`src/hw/rtl/clam_pkg.sv`:
```
// ----------------------------------------------------------------------------
// clam_pkg
// Shared widths, types and helpers of the contrastive loss unit.
// ----------------------------------------------------------------------------
package clam_pkg;

    localparam int EMB_W        = 16;
    localparam int LABEL_W      = 16;
    localparam int SQ_W         = 32;
    localparam int DIST_W       = 48;
    localparam int ROOT_W       = 24;
    localparam int MARGIN_W     = 26;
    localparam int LEGACY_SHIFT = 13;

    localparam logic [DIST_W-1:0] DIST_SAT = {DIST_W{1'b1}};

    // One sorted entry: pair distance and its similar flag.
    typedef struct packed {
        logic [DIST_W-1:0] dval;
        logic              sim;
    } pair_key_t;

    // Operation applied to every cell of the sorting row.
    typedef enum logic [1:0] {
        CELL_HOLD   = 2'd0,
        CELL_INSERT = 2'd1,
        CELL_SHIFT  = 2'd2,
        CELL_CLEAR  = 2'd3
    } cell_op_t;

    // Sort order: by distance, dissimilar ahead of similar on ties.
    function automatic logic key_less(input pair_key_t x, input pair_key_t y);
        logic res;
        if (x.dval != y.dval)
        begin
            res = (x.dval < y.dval);
        end
        else
        begin
            res = !x.sim && y.sim;
        end
        return res;
    endfunction

endpackage

```
`src/hw/rtl/clam_cell.sv`:
```
// ----------------------------------------------------------------------------
// clam_cell
// One slot of the sorting row: holds one pair key and trades with neighbors.
// ----------------------------------------------------------------------------
module clam_cell (
    input  logic                clk,
    input  logic                rst_n,
    input  clam_pkg::cell_op_t  op,
    input  clam_pkg::pair_key_t new_key,
    input  clam_pkg::pair_key_t left_key,
    input  logic                left_valid,
    input  logic                left_less,
    input  clam_pkg::pair_key_t right_key,
    input  logic                right_valid,
    output clam_pkg::pair_key_t key,
    output logic                valid,
    output logic                less
);

    clam_pkg::pair_key_t key_reg;
    clam_pkg::pair_key_t key_next;
    logic                valid_reg;
    logic                valid_next;

    // The new key sorts ahead of this slot, or the slot is empty.
    assign less  = !valid_reg || clam_pkg::key_less(new_key, key_reg);
    assign key   = key_reg;
    assign valid = valid_reg;

    // Next content of the slot. An empty left neighbor hands on an empty slot.
    always_comb
    begin
        key_next   = key_reg;
        valid_next = valid_reg;
        unique case (op)
            clam_pkg::CELL_HOLD:
            begin
                key_next = key_reg;
            end
            clam_pkg::CELL_INSERT:
            begin
                if (left_less)
                begin
                    key_next   = left_key;
                    valid_next = left_valid;
                end
                else if (less)
                begin
                    key_next   = new_key;
                    valid_next = 1'b1;
                end
            end
            clam_pkg::CELL_SHIFT:
            begin
                key_next   = right_key;
                valid_next = right_valid;
            end
            clam_pkg::CELL_CLEAR:
            begin
                valid_next = 1'b0;
            end
            default:
            begin
                key_next = key_reg;
            end
        endcase
    end

    always_ff @(posedge clk or negedge rst_n)
    begin
        if (!rst_n)
        begin
            valid_reg <= 1'b0;
        end
        else
        begin
            valid_reg <= valid_next;
        end
    end

    always_ff @(posedge clk)
    begin
        key_reg <= key_next;
    end

endmodule

```
`config.mk`:
```
export PLATFORM = sky130hd
export DESIGN_NAME = clam_cell
export DESIGN_NICKNAME = d
export VERILOG_FILES = /design/src/hw/rtl/clam_pkg.sv /design/src/hw/rtl/clam_cell.sv
export SDC_FILE = /design/constraint.sdc
export NUM_CORES = 1
export LEC_CHECK = 0
export ABC_CLOCK_PERIOD_IN_PS = 3700
export BUFFER_PORTS_ARGS = -buffer_cell sky130_fd_sc_hd__buf_2
export CORE_MARGIN = 2
export CORE_UTILIZATION = 40
export DETAILED_ROUTE_END_ITERATION = 12
export GPL_TIMING_DRIVEN = 0
export PLACE_DENSITY_LB_ADDON = 0.1
export SLEW_MARGIN = 20
export SYNTH_ARGS = -nofsm -noshare
export SYNTH_HDL_FRONTEND = slang
export SYNTH_SLANG_ARGS = --single-unit
```
`constraint.sdc`:
```
create_clock -name clk -period 3.7 [get_ports clk]
set_input_delay 0.74 -clock clk [delete_from_list [all_inputs] [get_ports clk]]
set_output_delay 0.74 -clock clk [all_outputs]
set_load 0.03 [all_outputs]
```
==> results.yml <==
run_status:
  outcome: "finished clean"
final_layout:
  largest_reg_flops: 49
  n_antenna_cell: 0
  syn_to_final_growth_pct: 32.9
  nNetsFinal: 811
  drive_gt1_frac: 0.361
  final_util: 0.548
  finalNonFillerCells: 720
  design_area_um2: 5040
critical_path:
  slowest_stage: "o41ai_1"
  path_delay_family: "simple AND/OR/NAND/NOR gates"
  arrival_ns: 2.69
  path_buf_inv: 2
  crit_top_cell: "buf_2"
  rr_worst_depth: 8
  rr_startpoint: "key[16]$_DFFE_PP_"
  path_cells: "buf_2 -> ha_1 -> nand4_1 -> nor3_1 -> a21boi_1 -> o41ai_1 -> nor4b_2 -> nand3b_1 -> buf_2"
  path_class: "primary input to primary output"
  cp.depth: 9
  path_max_fanout: 3
  worstSetupEndpoint: "less"
  startpoint: "new_key[16]"
  cp-end-kind: "primary output"
  r2r_slack_ns: 0.76
  critPathMaxStageDelay_ns: 0.41
  critPathRequiredTime_ns: 2.96
  start_kind: "primary input"
  r2r_end: "key[37]$_DFFE_PP_"
clock_network:
  clock-sinks: 50
  clockBufferDepth: 2
  cts-root-buf: "clkbuf_8"
  cts_buffers: 5
  insertion_delay_ns: 0.30
  clk_pin_slew_ns: 0.09
  htreeDepth: 2
  cts_tree: "yes"
  cts_setup_buffers: 0
detailed_routing:
  drcViolationCount: 0
  dr_total_vias: 3587
  vias_per_cell: 4.98
  wl_met3_um: 575
  top_layer_used: "met4"
  ant_nets: 0
  wl_per_cell_um: 14.9
  drt_iter0_markers: 91
  routed_wl_mm: 10.7
  drt_pass1_iterations: 4
  met1_length_mm: 4.62
  dr_wl_met2_mm: 5.41
floorplanning:
  pin_count: 205
  rows: 35
  die_height_um: 101
  start_util: 0.412
  die_w_um: 101
  core_area_um2: 9200
  die_area_um2: 10300
power:
  vdd_ir_drop_max_mv: 0.198
  p_int_mw: 1.03
  p_switching_mw: 0.534
  swShare: 0.341
  p_comb_frac: 0.342
  finalPower_mw: 1.57
  power_frac_seq: 0.458
  clockPowerShare: 0.200
  cellLeakagePower_nw: 2.57
  powerDensity_nw_per_um2: 311
synth:
  synth_fp_nets: 601
  synth_area_um2: 3790
  synth_seq_cells: 50
  synth_area_leader_cell: "edfxtp_1"
  synth_area_per_cell_um2: 9.50
  synthTopCellsByCount: "62 x nand2_1, 57 x o21ai_0, 49 x edfxtp_1, 49 x inv_1, 49 x mux2i_1"
  netlist_instances: 399
  yosys_warnings: 0
  synth.distinct_cells: 37
  synthFlopType: "edfxtp_1"
  yosysMostFrequentCell: "nand2_1"
  synth-seq-area-share: 0.395
  synth_area_leaders: "edfxtp_1 39%, ha_1 16%, mux2i_1 13%, o21ai_0 7.5%, nand2_1 6.1%"
  synth_edf_count: 49
  async_flop_share: 0.0200
  synth_top_area_frac: 0.388
flow_run:
  cap_viol_max_count: 0
worst_hold_path:
  min_path_type: "primary input to async pin"
global_route:
  track_usage: 0.205
  grt_pass1_vias: 3544
  grt_pass1_wl_mm: 16.5
  gr-total-overflow: 0
  grt_max_degree: 50
  antenna_found_initial: 0
sta:
  max_slew_margin: 0.510
  hold_violations: 0
  tightest_slew_ns: 0.735
  rsz0062_at_grt: "false"
  whs_ns: 0.202
  fin_crit_sh: 0.927
  setup_violations: 0
  fin_crit_ns: 3.43
  report.final.slew_viol_count: 0
  fmax_ghz: 0.291
  clock_skew_ns: 0.00738
placed_design:
  io_buffer_count: 203
  hpwl_mm: 8.72
  place_area_um2: 4950
  place.gp.congestion: 0.820
  dp.cells: 713
## power groups by stage
stage	sequential [mW]	combinational (mW)	clock (mW)
floorplan	0.835	0.224	0
global placement	0.732	0.525	0
detailed placement	0.732	0.539	0
CTS	0.719	0.542	0.326
global route	0.726	0.597	0.344
finish	0.718	0.536	0.314
## final cells by class
class                      count  area, µm²
fill                         885       4160
buffer                        17       70.1
clock buffer                   7       76.3
tap                          111        139
sequential                    50       1500
inverter                      49        184
multi-input combinational    283       2050
timing repair buffer         203       1020
## worst min-delay path by stage
stage	endpoint	slack, ns
global placement	valid$_DFFE_PN0P_	0.52
finish	valid$_DFFE_PN0P_	0.20
global route	valid$_DFFE_PN0P_	0.19
floorplan	valid$_DFFE_PN0P_	0.44
detailed placement	valid$_DFFE_PN0P_	0.52
CTS	valid$_DFFE_PN0P_	0.19
## worst reg2reg max path, delay by kind of cell, from the launching register on
kind	cells	cell delay [ns]
fa+ha+maj	1	0.31
flops	1	0.36
buf+inv	1	0.05
simple gates	5	1.24
compound gates	1	0.60
## timing repair
item | CTS | global route
hold endpoints to repair | 0 | 0
hold buffers | 0 | 0
setup endpoints to repair | 0 | 1
resized for setup | 0 | 1
## metal layers
metal  track usage  vias to the layer above
met1         0.251                     1617
met5             0                        -
li1              -                     1840
met3        0.0366                       11
met4        0.0478                        0
met2         0.375                      119
## logic make-up after synthesis
kind of cell	count (synthesis)	synth area share
AO/OA/AOI/OAI	91	0.127
buffers and inverters	66	0.0670
flip-flops	50	0.395
AND/OR/NAND/NOR	95	0.123
adder cells (fa/ha/maj)	48	0.158
multiplexers	49	0.129
## cells in the final DEF, fill, tap and decap left out, drive strengths merged, types with 2 or more instances in the layout
cell    count
nand4       6
ha         48
inv        49
buf       210
nor2b       3
and4        5
edfxtp     49
a21oi      22
nand2      63
mux2i      49
nor2        2
a21o        2
a211oi      3
nand3       5
clkbuf     17
nor3        2
o21ai      58
## stage by stage
step | setup slack [ns] | TNS [ns]
floorplan | 0.0223 | 0
finish | 0.269 | 0
global placement | -0.957 | -46.83
global route | 0.112 | 0
CTS | 0.106 | 0
detailed placement | 0.111 | 0
No activity file was read; power rests on OpenSTA's default activity.
