**src/hw/rtl/clam_pkg.sv**
```systemverilog
// ----------------------------------------------------------------------------
// clam_pkg
// Shared widths, types and helpers of the contrastive loss unit.
// ----------------------------------------------------------------------------
package clam_pkg;

    localparam int EMB_W        = 16;
    localparam int LABEL_W      = 16;
    localparam int SQ_W         = 32;
    localparam int DIST_W       = 48;
    localparam int ROOT_W       = 24;
    localparam int MARGIN_W     = 26;
    localparam int LEGACY_SHIFT = 13;

    localparam logic [DIST_W-1:0] DIST_SAT = {DIST_W{1'b1}};

    // One sorted entry: pair distance and its similar flag.
    typedef struct packed {
        logic [DIST_W-1:0] dval;
        logic              sim;
    } pair_key_t;

    // Operation applied to every cell of the sorting row.
    typedef enum logic [1:0] {
        CELL_HOLD   = 2'd0,
        CELL_INSERT = 2'd1,
        CELL_SHIFT  = 2'd2,
        CELL_CLEAR  = 2'd3
    } cell_op_t;

    // Sort order: by distance, dissimilar ahead of similar on ties.
    function automatic logic key_less(input pair_key_t x, input pair_key_t y);
        logic res;
        if (x.dval != y.dval)
        begin
            res = (x.dval < y.dval);
        end
        else
        begin
            res = !x.sim && y.sim;
        end
        return res;
    endfunction

endpackage

```
**src/hw/rtl/clam_div.sv**
```systemverilog
// ----------------------------------------------------------------------------
// clam_div
// Restoring divider of the loss sum by twice the pair count.
// ----------------------------------------------------------------------------
module clam_div #(
    parameter int DIV_W = 8
) (
    input  logic                        clk,
    input  logic                        rst_n,
    input  logic                        start,
    input  logic [clam_pkg::DIST_W-1:0] dividend,
    input  logic [DIV_W-1:0]            divisor,
    output logic                        done,
    output logic [clam_pkg::DIST_W-1:0] quotient
);

    localparam int CNT_W = $clog2(clam_pkg::DIST_W);

    logic [DIV_W-1:0]            rem_reg, rem_next;
    logic [clam_pkg::DIST_W-1:0] quot_reg, quot_next;
    logic [DIV_W-1:0]            dsr_reg, dsr_next;
    logic [CNT_W-1:0]            cnt_reg, cnt_next;
    logic                        busy_reg, busy_next;
    logic                        done_reg, done_next;
    logic [DIV_W:0]              rem_sh;

    // One quotient bit per cycle.
    always_comb
    begin
        rem_sh    = {rem_reg, quot_reg[clam_pkg::DIST_W-1]};
        rem_next  = rem_reg;
        quot_next = quot_reg;
        dsr_next  = dsr_reg;
        cnt_next  = cnt_reg;
        busy_next = busy_reg;
        done_next = 1'b0;
        if (start)
        begin
            rem_next  = '0;
            quot_next = dividend;
            dsr_next  = divisor;
            cnt_next  = CNT_W'(clam_pkg::DIST_W - 1);
            busy_next = 1'b1;
        end
        else if (busy_reg)
        begin
            if (rem_sh >= {1'b0, dsr_reg})
            begin
                rem_next  = DIV_W'(rem_sh - {1'b0, dsr_reg});
                quot_next = {quot_reg[clam_pkg::DIST_W-2:0], 1'b1};
            end
            else
            begin
                rem_next  = rem_sh[DIV_W-1:0];
                quot_next = {quot_reg[clam_pkg::DIST_W-2:0], 1'b0};
            end
            if (cnt_reg == '0)
            begin
                busy_next = 1'b0;
                done_next = 1'b1;
            end
            else
            begin
                cnt_next = cnt_reg - 1'b1;
            end
        end
    end

    always_ff @(posedge clk or negedge rst_n)
    begin
        if (!rst_n)
        begin
            busy_reg <= 1'b0;
            done_reg <= 1'b0;
        end
        else
        begin
            busy_reg <= busy_next;
            done_reg <= done_next;
        end
    end

    always_ff @(posedge clk)
    begin
        rem_reg  <= rem_next;
        quot_reg <= quot_next;
        dsr_reg  <= dsr_next;
        cnt_reg  <= cnt_next;
    end

    assign done     = done_reg;
    assign quotient = quot_reg;

endmodule
```
**config.mk**
```make
export PLATFORM = sky130hd
export DESIGN_NAME = clam_div
export DESIGN_NICKNAME = d
export VERILOG_FILES = /design/src/hw/rtl/clam_pkg.sv /design/src/hw/rtl/clam_div.sv
export SDC_FILE = /design/constraint.sdc
export NUM_CORES = 1
export LEC_CHECK = 0
export BUFFER_PORTS_ARGS = -buffer_cell sky130_fd_sc_hd__buf_2
export CORE_MARGIN = 2
export CORE_UTILIZATION = 25
export DETAILED_ROUTE_END_ITERATION = 6
export MAX_ROUTING_LAYER = met4
export PLACE_DENSITY = 0.49
export SYNTH_ARGS = -nofsm -noshare
export SYNTH_HDL_FRONTEND = slang
export SYNTH_SLANG_ARGS = --single-unit
```
**constraint.sdc**
```tcl
create_clock -name clk -period 2 [get_ports clk]
set_input_delay 0.1 -clock clk [delete_from_list [all_inputs] [get_ports clk]]
set_output_delay 0.1 -clock clk [all_outputs]
set_load 0.01 [all_outputs]
```
==> flow_summary.ini <==
[status]
status = finished with violations
violations = setup timing

[critical_path]
ff2ff_setup_slack_ns = -0.11
critPathKind = flop to flop
cp-start-kind = flop
path_delay_family = compound AO/OA/AOI/OAI gates
endpoint_kind = flop
crit_chain = inv_2 -> ha_4 -> fa_2 -> nor2b_4 -> o31a_1 -> or4b_1 -> a31o_1 -> a311oi_2
cp_data_arrival_time_ns = 2.37
cp_slowest_cell = or4b_1
path_buf_inv = 1
slowest_delay_ns = 0.47
required_ns = 2.25
crit_fanout = 2

[detailed_routing]
routedWlPerCell_um = 13.5
drt-total-wl_um = 7690
vias_per_cell = 4.32
firstDrtPassIters = 4
drc_errors = 0
drt_iter0_drc = 92
ant_nets = 0
via_count = 2467

[timing]
period_minus_slack_ns = 2.11
tightest_slew_ns = 0.353
post-route-period-util_pct = 106
setup_viol = 3
relSlewSlack_pct = 76.3
fmax_ghz = 0.473
whs_ns = 0.0664
clock_skew_ns = 0.00863
rsz0062_at_grt = yes
fin_ws_ns = -0.112
finalHoldViolCount = 0
drv_slew = 0

[layout]
largest_reg_flops = 48
fin_nets = 461
antenna_cells = 0
layout_commonest_cell = buf_2
syn_to_final_growth_pct = 38.4
most-common-layout-cells = buf_2, edfxtp_1, mux2_2, buf_4, nor2_1
drive_gt1_share_pct = 52.2
fill_cells = 1312
fin_area_um2 = 4740

[power]
cellPowerDensity_nw_per_um2 = 1060
p_switching_uw = 1450
clock_power_share_pct = 31.2
ir_drop_v = 0.000417
p_int_uw = 3600
leakage_uw = 0.00202
fin_total_pwr_uw = 5040
seqPwrFrac_pct = 38.7
p_sw_share_pct = 28.7
p_comb_share_pct = 30.1

[die]
core_um2 = 13300
io_pins = 108
num_rows = 42
start_util_pct = 25.8
die_h_um = 121
die_area_um2 = 14700
die_x_um = 121

[grt]
grt_max_degree = 55
grt_usage_pct = 11.1
grt_pass1_vias = 2499
grt.overflow.total = 0
grt_pass1_wl_um = 12200
antenna_found_initial = 0

[synthesis]
synth_nets = 322
ys_ff_latch = 72
yosysUniqueCellTypes = 44
synth_top_area_share_pct = 49.1
ys_seq_area_share_pct = 58.7
synthFlopType = edfxtp_1
async_reset_ff_share_pct = 2.78
yosys-top-cells-area = edfxtp_1, mux2_2, dfxtp_1
synth_edf_count = 56
syn_avg_cell_area_um2 = 13.6
synthesis.instances = 252
yosysWarnings = 0
syn_area_um2 = 3430
synth_top_area_cell = edfxtp_1

[place]
hpwl_um = 5360
port-buffer-count = 107
gp_congestion = 0.766
placed_area_um2 = 4310
pre_cts_ws_ns = -0.119

[cts]
cts_buffers = 9
tritoncts = built
clkSlewWorstSetupHoldPaths_ns = 0.06
cts_buffer_depth = 2
clock_sinks = 72
htree_levels = 3
clk_latency_ns = 0.34
root_buffer = clkbuf_16

[hold_path]
min_path_type = input port to flop

[flow_run]
drv_cap = 0
-- cell usage after synthesis (2+ instances only) --
master,instances
nand3_1,3
xnor2_1,2
a311oi_1,3
clkbuf_1,9
dfrtp_1,2
nor4_1,2
nor2b_1,2
mux2_2,49
a21oi_1,3
xor2_1,4
mux2i_1,3
nor3_1,2
a211o_1,3
edfxtp_1,56
a311oi_2,2
o21a_1,3
nand2_1,11
inv_1,14
a31o_1,2
o31a_1,2
ha_1,10
nor2_1,18
o21ai_0,4
or3_1,3
a211oi_1,3
dfxtp_1,14
nand2b_1,6
-- per-layer routing --
metal  track usage [%]  share of wire [%]
met5                 -                  0
met4              5.23                1.9
met3              3.48                6.9
met2              16.3                 45
met1              14.0                 46
-- path summary, 6_finish.rpt --
kind                         startpoint           end  depth (start not counted)
max                        quotient[47]    rem_reg[6]                          8
min                        dividend[24]  quotient[24]                          2
max reg2reg                quotient[47]    rem_reg[6]                          8
min reg2reg                  cnt_reg[1]    cnt_reg[1]                          1
max in group asynchronous         rst_n          done                          2
min in group asynchronous         rst_n      busy_reg                          2
-- cell type report --
class,count,area [µm²],area share [%]
timing repair buffer,140,831,17.5
clock inverter,6,61.3,1.29
clock buffer,9,225,4.75
multi-input combinational,154,1340,28.3
tap,176,220,4.64
sequential,72,2010,42.4
inverter,14,52.6,1.11
-- timing repair --
action,in CTS,in global routing
gates resized for setup,0,3
buffers inserted,2,3
hold buffers,9,0
pin swaps,4,2
setup endpoints to repair,4,8
hold endpoints to repair,10,0
-- cell families (layout without fill, tap and decap cells) --
family                     Yosys count  after routing  share of synthesized area (%)
xor gates and xnor gates             6              6                           1.53
adders and majority gates           11             11                           4.23
AOI/OAI and AO/OA                   33             33                           7.81
buffers and inverters               26            169                           3.21
DFF                                 72             72                           58.7
muxes                               52             52                           17.0
and+or+nand+nor                     52             52                           7.55
-- stage by stage --
step	cells	TNS, ns	utilization [%]
final	571	-0.270	35.7
after global routing	571	-1.04	35.7
after CTS	568	-0.367	35.4
after detailed placement	542	-0.286	32.4
after global placement	542	-0.221	32.4
after floorplan	252	-0.175	-
-- worst register-to-register path: stages (launching register included) --
cell and delay (ns):
edfxtp_1 0.39, inv_2 0.09, ha_4 0.13, fa_2 0.24, nor2b_4 0.05, o31a_1 0.25
or4b_1 0.47, a31o_1 0.20, a311oi_2 0.22
-- power groups by stage --
stage          sequential, µW  clock, µW  combinational (µW)
2_1_floorplan            2020          0                 858
3_3_place_gp             1980          0                1410
3_5_place_dp             1980          0                1410
4_1_cts                  1950       1620                1440
5_1_grt                  1980       1670                1670
6_report                 1950       1570                1520
(Power assumes the default switching activity.)
