===== src/hw/rtl/clam_pkg.sv =====
// ----------------------------------------------------------------------------
// clam_pkg
// Shared widths, types and helpers of the contrastive loss unit.
// ----------------------------------------------------------------------------
package clam_pkg;

    localparam int EMB_W        = 16;
    localparam int LABEL_W      = 16;
    localparam int SQ_W         = 32;
    localparam int DIST_W       = 48;
    localparam int ROOT_W       = 24;
    localparam int MARGIN_W     = 26;
    localparam int LEGACY_SHIFT = 13;

    localparam logic [DIST_W-1:0] DIST_SAT = {DIST_W{1'b1}};

    // One sorted entry: pair distance and its similar flag.
    typedef struct packed {
        logic [DIST_W-1:0] dval;
        logic              sim;
    } pair_key_t;

    // Operation applied to every cell of the sorting row.
    typedef enum logic [1:0] {
        CELL_HOLD   = 2'd0,
        CELL_INSERT = 2'd1,
        CELL_SHIFT  = 2'd2,
        CELL_CLEAR  = 2'd3
    } cell_op_t;

    // Sort order: by distance, dissimilar ahead of similar on ties.
    function automatic logic key_less(input pair_key_t x, input pair_key_t y);
        logic res;
        if (x.dval != y.dval)
        begin
            res = (x.dval < y.dval);
        end
        else
        begin
            res = !x.sim && y.sim;
        end
        return res;
    endfunction

endpackage


===== src/hw/rtl/clam_isqrt.sv =====
// ----------------------------------------------------------------------------
// clam_isqrt
// Integer square root of a distance, one result bit per cycle.
// ----------------------------------------------------------------------------
module clam_isqrt (
    input  logic                          clk,
    input  logic                          rst_n,
    input  logic                          start,
    input  logic [clam_pkg::DIST_W-1:0]   value,
    output logic                          busy,
    output logic                          done,
    output logic [clam_pkg::ROOT_W-1:0]   root
);

    localparam int REM_W = clam_pkg::ROOT_W + 3;
    localparam int CNT_W = $clog2(clam_pkg::ROOT_W);

    logic [REM_W-1:0]                rem_reg, rem_next;
    logic [clam_pkg::ROOT_W-1:0]     root_reg, root_next;
    logic [clam_pkg::DIST_W-1:0]     val_reg, val_next;
    logic [CNT_W-1:0]                cnt_reg, cnt_next;
    logic                            busy_reg, busy_next;
    logic                            done_reg, done_next;
    logic [REM_W-1:0]                rem_sh;
    logic [REM_W-1:0]                trial;

    // Bring down two bits and try to set the next root bit.
    always_comb
    begin
        rem_sh    = {rem_reg[REM_W-3:0], val_reg[clam_pkg::DIST_W-1 -: 2]};
        trial     = REM_W'({root_reg, 2'b01});
        rem_next  = rem_reg;
        root_next = root_reg;
        val_next  = val_reg;
        cnt_next  = cnt_reg;
        busy_next = busy_reg;
        done_next = 1'b0;
        if (start)
        begin
            rem_next  = '0;
            root_next = '0;
            val_next  = value;
            cnt_next  = CNT_W'(clam_pkg::ROOT_W - 1);
            busy_next = 1'b1;
        end
        else if (busy_reg)
        begin
            val_next = {val_reg[clam_pkg::DIST_W-3:0], 2'b00};
            if (rem_sh >= trial)
            begin
                rem_next  = rem_sh - trial;
                root_next = {root_reg[clam_pkg::ROOT_W-2:0], 1'b1};
            end
            else
            begin
                rem_next  = rem_sh;
                root_next = {root_reg[clam_pkg::ROOT_W-2:0], 1'b0};
            end
            if (cnt_reg == '0)
            begin
                busy_next = 1'b0;
                done_next = 1'b1;
            end
            else
            begin
                cnt_next = cnt_reg - 1'b1;
            end
        end
    end

    always_ff @(posedge clk or negedge rst_n)
    begin
        if (!rst_n)
        begin
            busy_reg <= 1'b0;
            done_reg <= 1'b0;
        end
        else
        begin
            busy_reg <= busy_next;
            done_reg <= done_next;
        end
    end

    always_ff @(posedge clk)
    begin
        rem_reg  <= rem_next;
        root_reg <= root_next;
        val_reg  <= val_next;
        cnt_reg  <= cnt_next;
    end

    assign busy = busy_reg;
    assign done = done_reg;
    assign root = root_reg;

endmodule


===== config.mk =====
export PLATFORM = sky130hd
export DESIGN_NAME = clam_isqrt
export DESIGN_NICKNAME = d
export VERILOG_FILES = /design/src/hw/rtl/clam_pkg.sv /design/src/hw/rtl/clam_isqrt.sv
export SDC_FILE = /design/constraint.sdc
export NUM_CORES = 1
export LEC_CHECK = 0
export ABC_AREA = 0
export BUFFER_PORTS_ARGS = -buffer_cell sky130_fd_sc_hd__buf_2
export CAP_MARGIN = 20
export CORE_ASPECT_RATIO = 1.5
export CORE_UTILIZATION = 48
export DETAILED_ROUTE_END_ITERATION = 12
export PLACE_DENSITY = 0.68
export SYNTH_ARGS = -nofsm -noshare
export SYNTH_HDL_FRONTEND = slang
export SYNTH_SLANG_ARGS = --single-unit

===== constraint.sdc =====
create_clock -name clk -period 3.6 [get_ports clk]
set_clock_uncertainty 0.1 [all_clocks]
set_input_delay 0.72 -clock clk [delete_from_list [all_inputs] [get_ports clk]]
set_output_delay 0.72 -clock clk [all_outputs]
set_load 0.02 [all_outputs]

==> results of run 1 <==
==> worst max-delay path: stages (launching register included) <==
cell,delay (ns)
dfxtp_1,0.37
inv_1,0.06
ha_1,0.46
a21oi_1,0.29
o21ai_0,0.14
nor2_1,0.19
a31oi_4,0.16
a21oi_4,0.60
nand2_1,0.16
a311oi_1,0.29
==> per-stage QoR <==
step	power (mW)	hold slack [ns]	area, sq um
floorplan	3.55	0.324	5980
global placement	4.07	0.367	6460
detailed placement	4.14	0.375	6460
CTS	5.18	0.0333	6770
global route	5.52	0.0338	6770
finish	5.17	0.0455	6770
==> cell families (layout without fill, tap and decap cells) <==
logic type / count (synthesis) / count (layout) / share of synthesized area, %
compound gates: 126 / 126 / 15.0
xor+xnor: 11 / 11 / 1.61
fa+ha+maj: 28 / 28 / 5.86
buf+inv: 71 / 133 / 4.83
flops: 104 / 104 / 43.0
mux: 78 / 78 / 14.0
simple gates: 195 / 195 / 15.7
==> path summary, 6_finish.rpt <==
kind                             startpoint           to  slack (ns)
worst max-delay path               root[10]  rem_reg[20]        0.67
worst min-delay path                  rst_n         done        0.05
worst max register to register     root[10]  rem_reg[20]        0.67
worst min register to register  rem_reg[24]  rem_reg[24]        0.39
max in group asynchronous             rst_n         busy        3.24
min in group clk                rem_reg[24]  rem_reg[24]        0.39
==> metal layers <==
layer	up-vias	share of wire, %
li1	2342	-
met1	2239	40
met2	106	54
met3	18	4.1
met4	0	1.5
met5	-	0
==> area by class of cell <==
type,instances,area share [%]
tap,153,2.83
sequential,104,38.0
clock buffer,10,3.38
inverter,33,1.83
timing repair buffer,84,6.73
multi-input combinational,438,46.1
clock inverter,6,1.15
==> report_power, final <==
part           total (mW)  switching, mW  internal [mW]
Combinational        2.60           1.49           1.11
Clock                1.03          0.476          0.554
Sequential           1.54          0.119           1.42
Total                5.17           2.09           3.08
==> Yosys cell counts (5+ instances only) <==
library cell / count
a211oi_1: 5
a21o_1: 8
a21oi_1: 28
a311oi_1: 16
a31oi_1: 5
and2_1: 5
buf_1: 9
buf_2: 10
clkbuf_1: 15
dfxtp_1: 54
edfxtp_1: 48
ha_1: 28
inv_1: 33
mux2_2: 46
mux2i_1: 32
nand2_1: 43
nand2b_1: 9
nand3_1: 13
nand4_1: 6
nor2_1: 77
nor3_1: 9
o211ai_1: 6
o21a_1: 5
o21ai_0: 16
o31ai_1: 8
xnor2_1: 5
xor2_1: 6
==> results.py, run 1 <==
metrics = {
    "cells_and_area": {
        "area_growth_pct": 13.2,
        "fillers": 1088,
        "drive_gt1_share_pct": 23.7,
        "largest_reg_flops": 48,
        "final_common_cell": "nor2_1",
        "multi_input_area_sq_um": 3120,
        "fin_util_pct": 56.0,
        "n_antenna_cell": 0,
        "ff_latch_area_sq_um": 2570,
        "fin_cells": 828,
        "final_cell_mix": "nor2_1 (77), buf_2 (75), dfxtp_1 (54)",
        "final_nets": 749,
    },
    "yosys": {
        "synth-async-reset-ratio_pct": 1.92,
        "yosysWarnings": 0,
        "netlist-cell-type-count": 64,
        "ys_top_cells_by_area": "edfxtp_1 (24%), dfxtp_1 (18%), mux2_2 (8.7%)",
        "synth_ff_type": "dfxtp_1",
        "postSynthCellCount": 613,
        "avgSynthCellArea_sq_um": 9.75,
        "synth_nets": 692,
        "synth_top_cell_by_area": "edfxtp_1",
        "synthDominantCellAreaShare_pct": 24.1,
        "syn_area_sq_um": 5980,
        "seq_area_frac_synth_pct": 43.0,
        "synth-seq-cells": 104,
        "synth_edf_count": 48,
    },
    "critical_path": {
        "worstSetupStartpointType": "flip-flop",
        "timing_worst_setup_path_type": "flip-flop to flip-flop",
        "arrival_ns": 3.09,
        "required_ns": 3.76,
        "reg2reg_depth": 9,
        "end_kind": "flip-flop",
        "cp_max_fo": 23,
    },
    "clock_network": {
        "root_buffer": "clkbuf_16",
        "cts_setup_buffers": 0,
        "clkTransAtPathRegs_ns": 0.07,
        "clkLatencyLatePin_ns": 0.35,
        "cts_buffers": 9,
        "clock_sinks": 104,
        "cts_resized": 0,
        "tritoncts": "yes",
        "ctsHtreeMaxLevel": 3,
        "clk_path_buf_depth": 2,
        "hold_buffers": 0,
    },
    "routing": {
        "avgRoutedWirePerCell_um": 15.7,
        "dr.pass1.iters": 5,
        "drtIter0Drc": 207,
        "drc_errors": 0,
        "num_vias": 4705,
        "via_per_inst": 5.68,
        "antenna_left": 0,
        "drt-total-wl_um": 13000,
    },
    "status": {
        "status": "complete, no violations",
    },
    "place": {
        "post-dp-hpwl_um": 9170,
        "routabilityCongestion": 0.922,
        "io_buffers": 76,
        "placed_cells": 812,
        "dp_slack_ns": 0.731,
    },
    "global_routing": {
        "grt_pass1_wl_um": 21500,
        "grt_overflow": 0,
        "antenna_found_initial": 0,
        "grt_max_degree": 62,
        "grt_util_met2_pct": 38.8,
        "grt_util_met1_pct": 23.0,
        "grt_pass1_vias": 4684,
        "grt.total_usage_pct": 20.8,
        "grt_use_met3_pct": 4.39,
        "grt_most_used_layer": "met2",
    },
    "timing": {
        "slew_headroom_pct": 47.8,
        "rsz0062_at_grt": "false",
        "hold_violations": 0,
        "drv_slew": 0,
        "fin_crit_sh_pct": 81.3,
        "report.final.setup_viol": 0,
        "worst_slew_pin_slew_ns": 0.776,
        "post-route-min-period_ns": 2.93,
        "clock.fmax_ghz": 0.342,
        "setup_ws_ns": 0.675,
        "final.setup.tns_ns": 0,
    },
    "floorplanning": {
        "fp-row-count": 49,
        "die_w_um": 93.1,
        "num_io_pins": 77,
        "initial_utilization_pct": 49.5,
        "core_area_sq_um": 12100,
        "die_area_sq_um": 12900,
        "die_y_um": 139,
    },
    "pwr": {
        "p_leak_nw": 2.93,
        "ir_worst_vdd_mv": 0.361,
        "powerDensity_nw_per_um2": 764,
    },
    "run": {
        "drv_cap": 0,
    },
    "hold_path": {
        "hold_class": "primary input to async pin",
    },
}
Power figures use the tool's default switching activity.
==> inputs of run 2 (changes only) <==
--- a/config.mk
+++ b/config.mk
@@ -11,7 +11,7 @@
 export CORE_ASPECT_RATIO = 1.5
 export CORE_UTILIZATION = 48
 export DETAILED_ROUTE_END_ITERATION = 12
-export PLACE_DENSITY = 0.68
+export PLACE_DENSITY = 0.71
 export SYNTH_ARGS = -nofsm -noshare
 export SYNTH_HDL_FRONTEND = slang
 export SYNTH_SLANG_ARGS = --single-unit
==> constraint.sdc (replaced) <==
create_clock -name clk -period 2.4 [get_ports clk]
set_clock_uncertainty 0.1 [all_clocks]
set_input_delay 0.48 -clock clk [delete_from_list [all_inputs] [get_ports clk]]
set_output_delay 0.48 -clock clk [all_outputs]
set_load 0.02 [all_outputs]
==> results.py, run 2 (same netlist as run 1, synthesis figures left out) <==
metrics = {
    "pwr": {
        "powerDensity_nw_per_um2": 1280,
        "p_sw_mw": 4.45,
        "p_total_mw": 10.9,
        "p_int_mw": 6.45,
        "swShare_pct": 40.8,
        "p_comb_share_pct": 65.5,
        "ir_worst_vdd_mv": 0.753,
        "p_seq_share_pct": 21.1,
        "clkPwrFrac_pct": 13.3,
        "p_leak_nw": 3.75,
    },
    "routing": {
        "drtIter0Drc": 346,
        "drc_errors": 0,
        "dr.pass1.iters": 5,
        "avgRoutedWirePerCell_um": 17.4,
        "num_vias": 5614,
        "drt-total-wl_um": 16900,
        "antenna_left": 0,
        "via_per_inst": 5.78,
    },
    "timing": {
        "holdWs_ns": 0.309,
        "worst_slew_pin_slew_ns": 1.06,
        "post-route-min-period_ns": 2.56,
        "slew_headroom_pct": 29.5,
        "drv_slew": 0,
        "hold_violations": 0,
        "final.setup.tns_ns": -2.16,
        "report.final.setup_viol": 23,
        "setup_ws_ns": -0.158,
        "clock.fmax_ghz": 0.391,
        "rsz0062_at_grt": "true",
        "fin_crit_sh_pct": 107,
    },
    "critical_path": {
        "arrival_ns": 2.72,
        "reg2reg_depth": 11,
        "r2r-start": "root[6]",
        "timing_worst_setup_path_type": "flip-flop to flip-flop",
        "end_kind": "flip-flop",
        "worstReg2RegEnd": "rem_reg[24]",
        "cp_max_fo": 4,
        "worstSetupStartpointType": "flip-flop",
        "required_ns": 2.56,
        "r2r_slack_ns": -0.16,
    },
    "floorplanning": {
        "num_io_pins": 77,
        "die_area_sq_um": 12900,
        "fp-row-count": 49,
        "initial_utilization_pct": 49.5,
        "core_area_sq_um": 12100,
        "die_y_um": 139,
        "die_w_um": 93.1,
    },
    "place": {
        "placed_cells": 929,
        "dpl_cell_area_sq_um": 7420,
        "routabilityCongestion": 0.899,
        "post-dp-hpwl_um": 10600,
        "io_buffers": 76,
    },
    "cells_and_area": {
        "drive_gt1_share_pct": 49.8,
        "finalInstanceArea_sq_um": 8500,
        "final_common_cell": "buf_4",
        "final_cell_mix": "buf_4 (138), buf_2 (75), nor2_1 (74)",
        "n_antenna_cell": 0,
        "fin_cells": 972,
        "fillers": 865,
        "final_nets": 893,
        "largest_reg_flops": 48,
        "area_growth_pct": 42.2,
    },
    "run": {
        "drv_cap": 0,
    },
    "clock_network": {
        "clkTransAtPathRegs_ns": 0.08,
        "tritoncts": "yes",
        "root_buffer": "clkbuf_16",
        "cts_buffers": 9,
        "clock_sinks": 104,
        "ctsHtreeMaxLevel": 3,
        "clk_path_buf_depth": 2,
        "clkLatencyLatePin_ns": 0.36,
    },
    "hold_path": {
        "holdPathEnd": "val_reg[0]",
        "hp-start": "value[0]",
        "hold_path_depth": 2,
        "hold_class": "primary input to flip-flop",
    },
    "global_routing": {
        "antenna_found_initial": 0,
        "grt_overflow": 0,
        "grt_max_degree": 63,
        "grt_pass1_vias": 5718,
        "grt.total_usage_pct": 25.0,
        "grt_pass1_wl_um": 25800,
    },
    "status": {
        "violations": "setup timing",
        "status": "complete, but fails checks",
    },
}
==> run 2: routing by layer <==
metal	track usage, %	routed length (um)	up-vias
met4	14.4	884	0
met5	0	0	-
li1	-	-	2631
met1	26.1	6270	2650
met2	45.5	8940	246
met3	4.66	825	87
==> run 2: metrics by stage <==
stage | utilization [%] | worst slack, ns
after floorplan | - | -0.00416
after global placement | 61.4 | -0.206
after detailed placement | 61.4 | -0.309
after global routing | 70.4 | -0.294
final | 70.4 | -0.158
after CTS | 66.7 | -0.105
==> run 2: power groups by stage <==
stage,clock network (mW),logic [mW],registers [mW]
2_1_floorplan,0,3.14,2.31
3_3_place_gp,0,4.91,2.29
3_5_place_dp,0,5.06,2.30
4_1_cts,1.48,5.92,2.28
5_1_grt,1.54,7.54,2.33
6_report,1.45,7.15,2.30
==> run 2: what timing repair did <==
item	in CTS	in global routing
resized for setup	37	75
setup buffers	15	11
pin swaps	30	33
setup endpoints to repair	26	26
hold endpoints to repair	2	0
cloned	2	0
hold buffers	1	0
==> run 2: cell type report <==
class | instances | area [sq um] | share of cell area, %
multi-input combinational | 439 | 3710 | 43.6
sequential | 104 | 2610 | 30.7
timing repair buffer | 227 | 1580 | 18.6
clock buffer | 9 | 225 | 2.65
tap | 153 | 191 | 2.25
inverter | 33 | 124 | 1.46
clock inverter | 7 | 66.3 | 0.780
==> run 2: critical path: stages (launching register included) <==
cell and delay, ns:
dfxtp_4 0.35, inv_2 0.04, ha_4 0.27, o211ai_1 0.16, nor4_4 0.34, o21ai_2 0.14
a31oi_4 0.25, buf_6 0.15, a21o_4 0.14, buf_6 0.12, nand4_1 0.10, a311oi_1 0.29
==> run 2: worst max-delay path by stage <==
stage	start	end	slack [ns]	cells past startpoint
6_report	root[6]	rem_reg[24]	-0.16	11
5_1_grt	root[6]	rem_reg[6]	-0.29	11
4_1_cts	root[6]	rem_reg[4]	-0.10	11
3_5_place_dp	root[6]	rem_reg[2]	-0.31	11
3_3_place_gp	root[14]	rem_reg[18]	-0.21	9
2_1_floorplan	root[10]	rem_reg[18]	-0.004	10
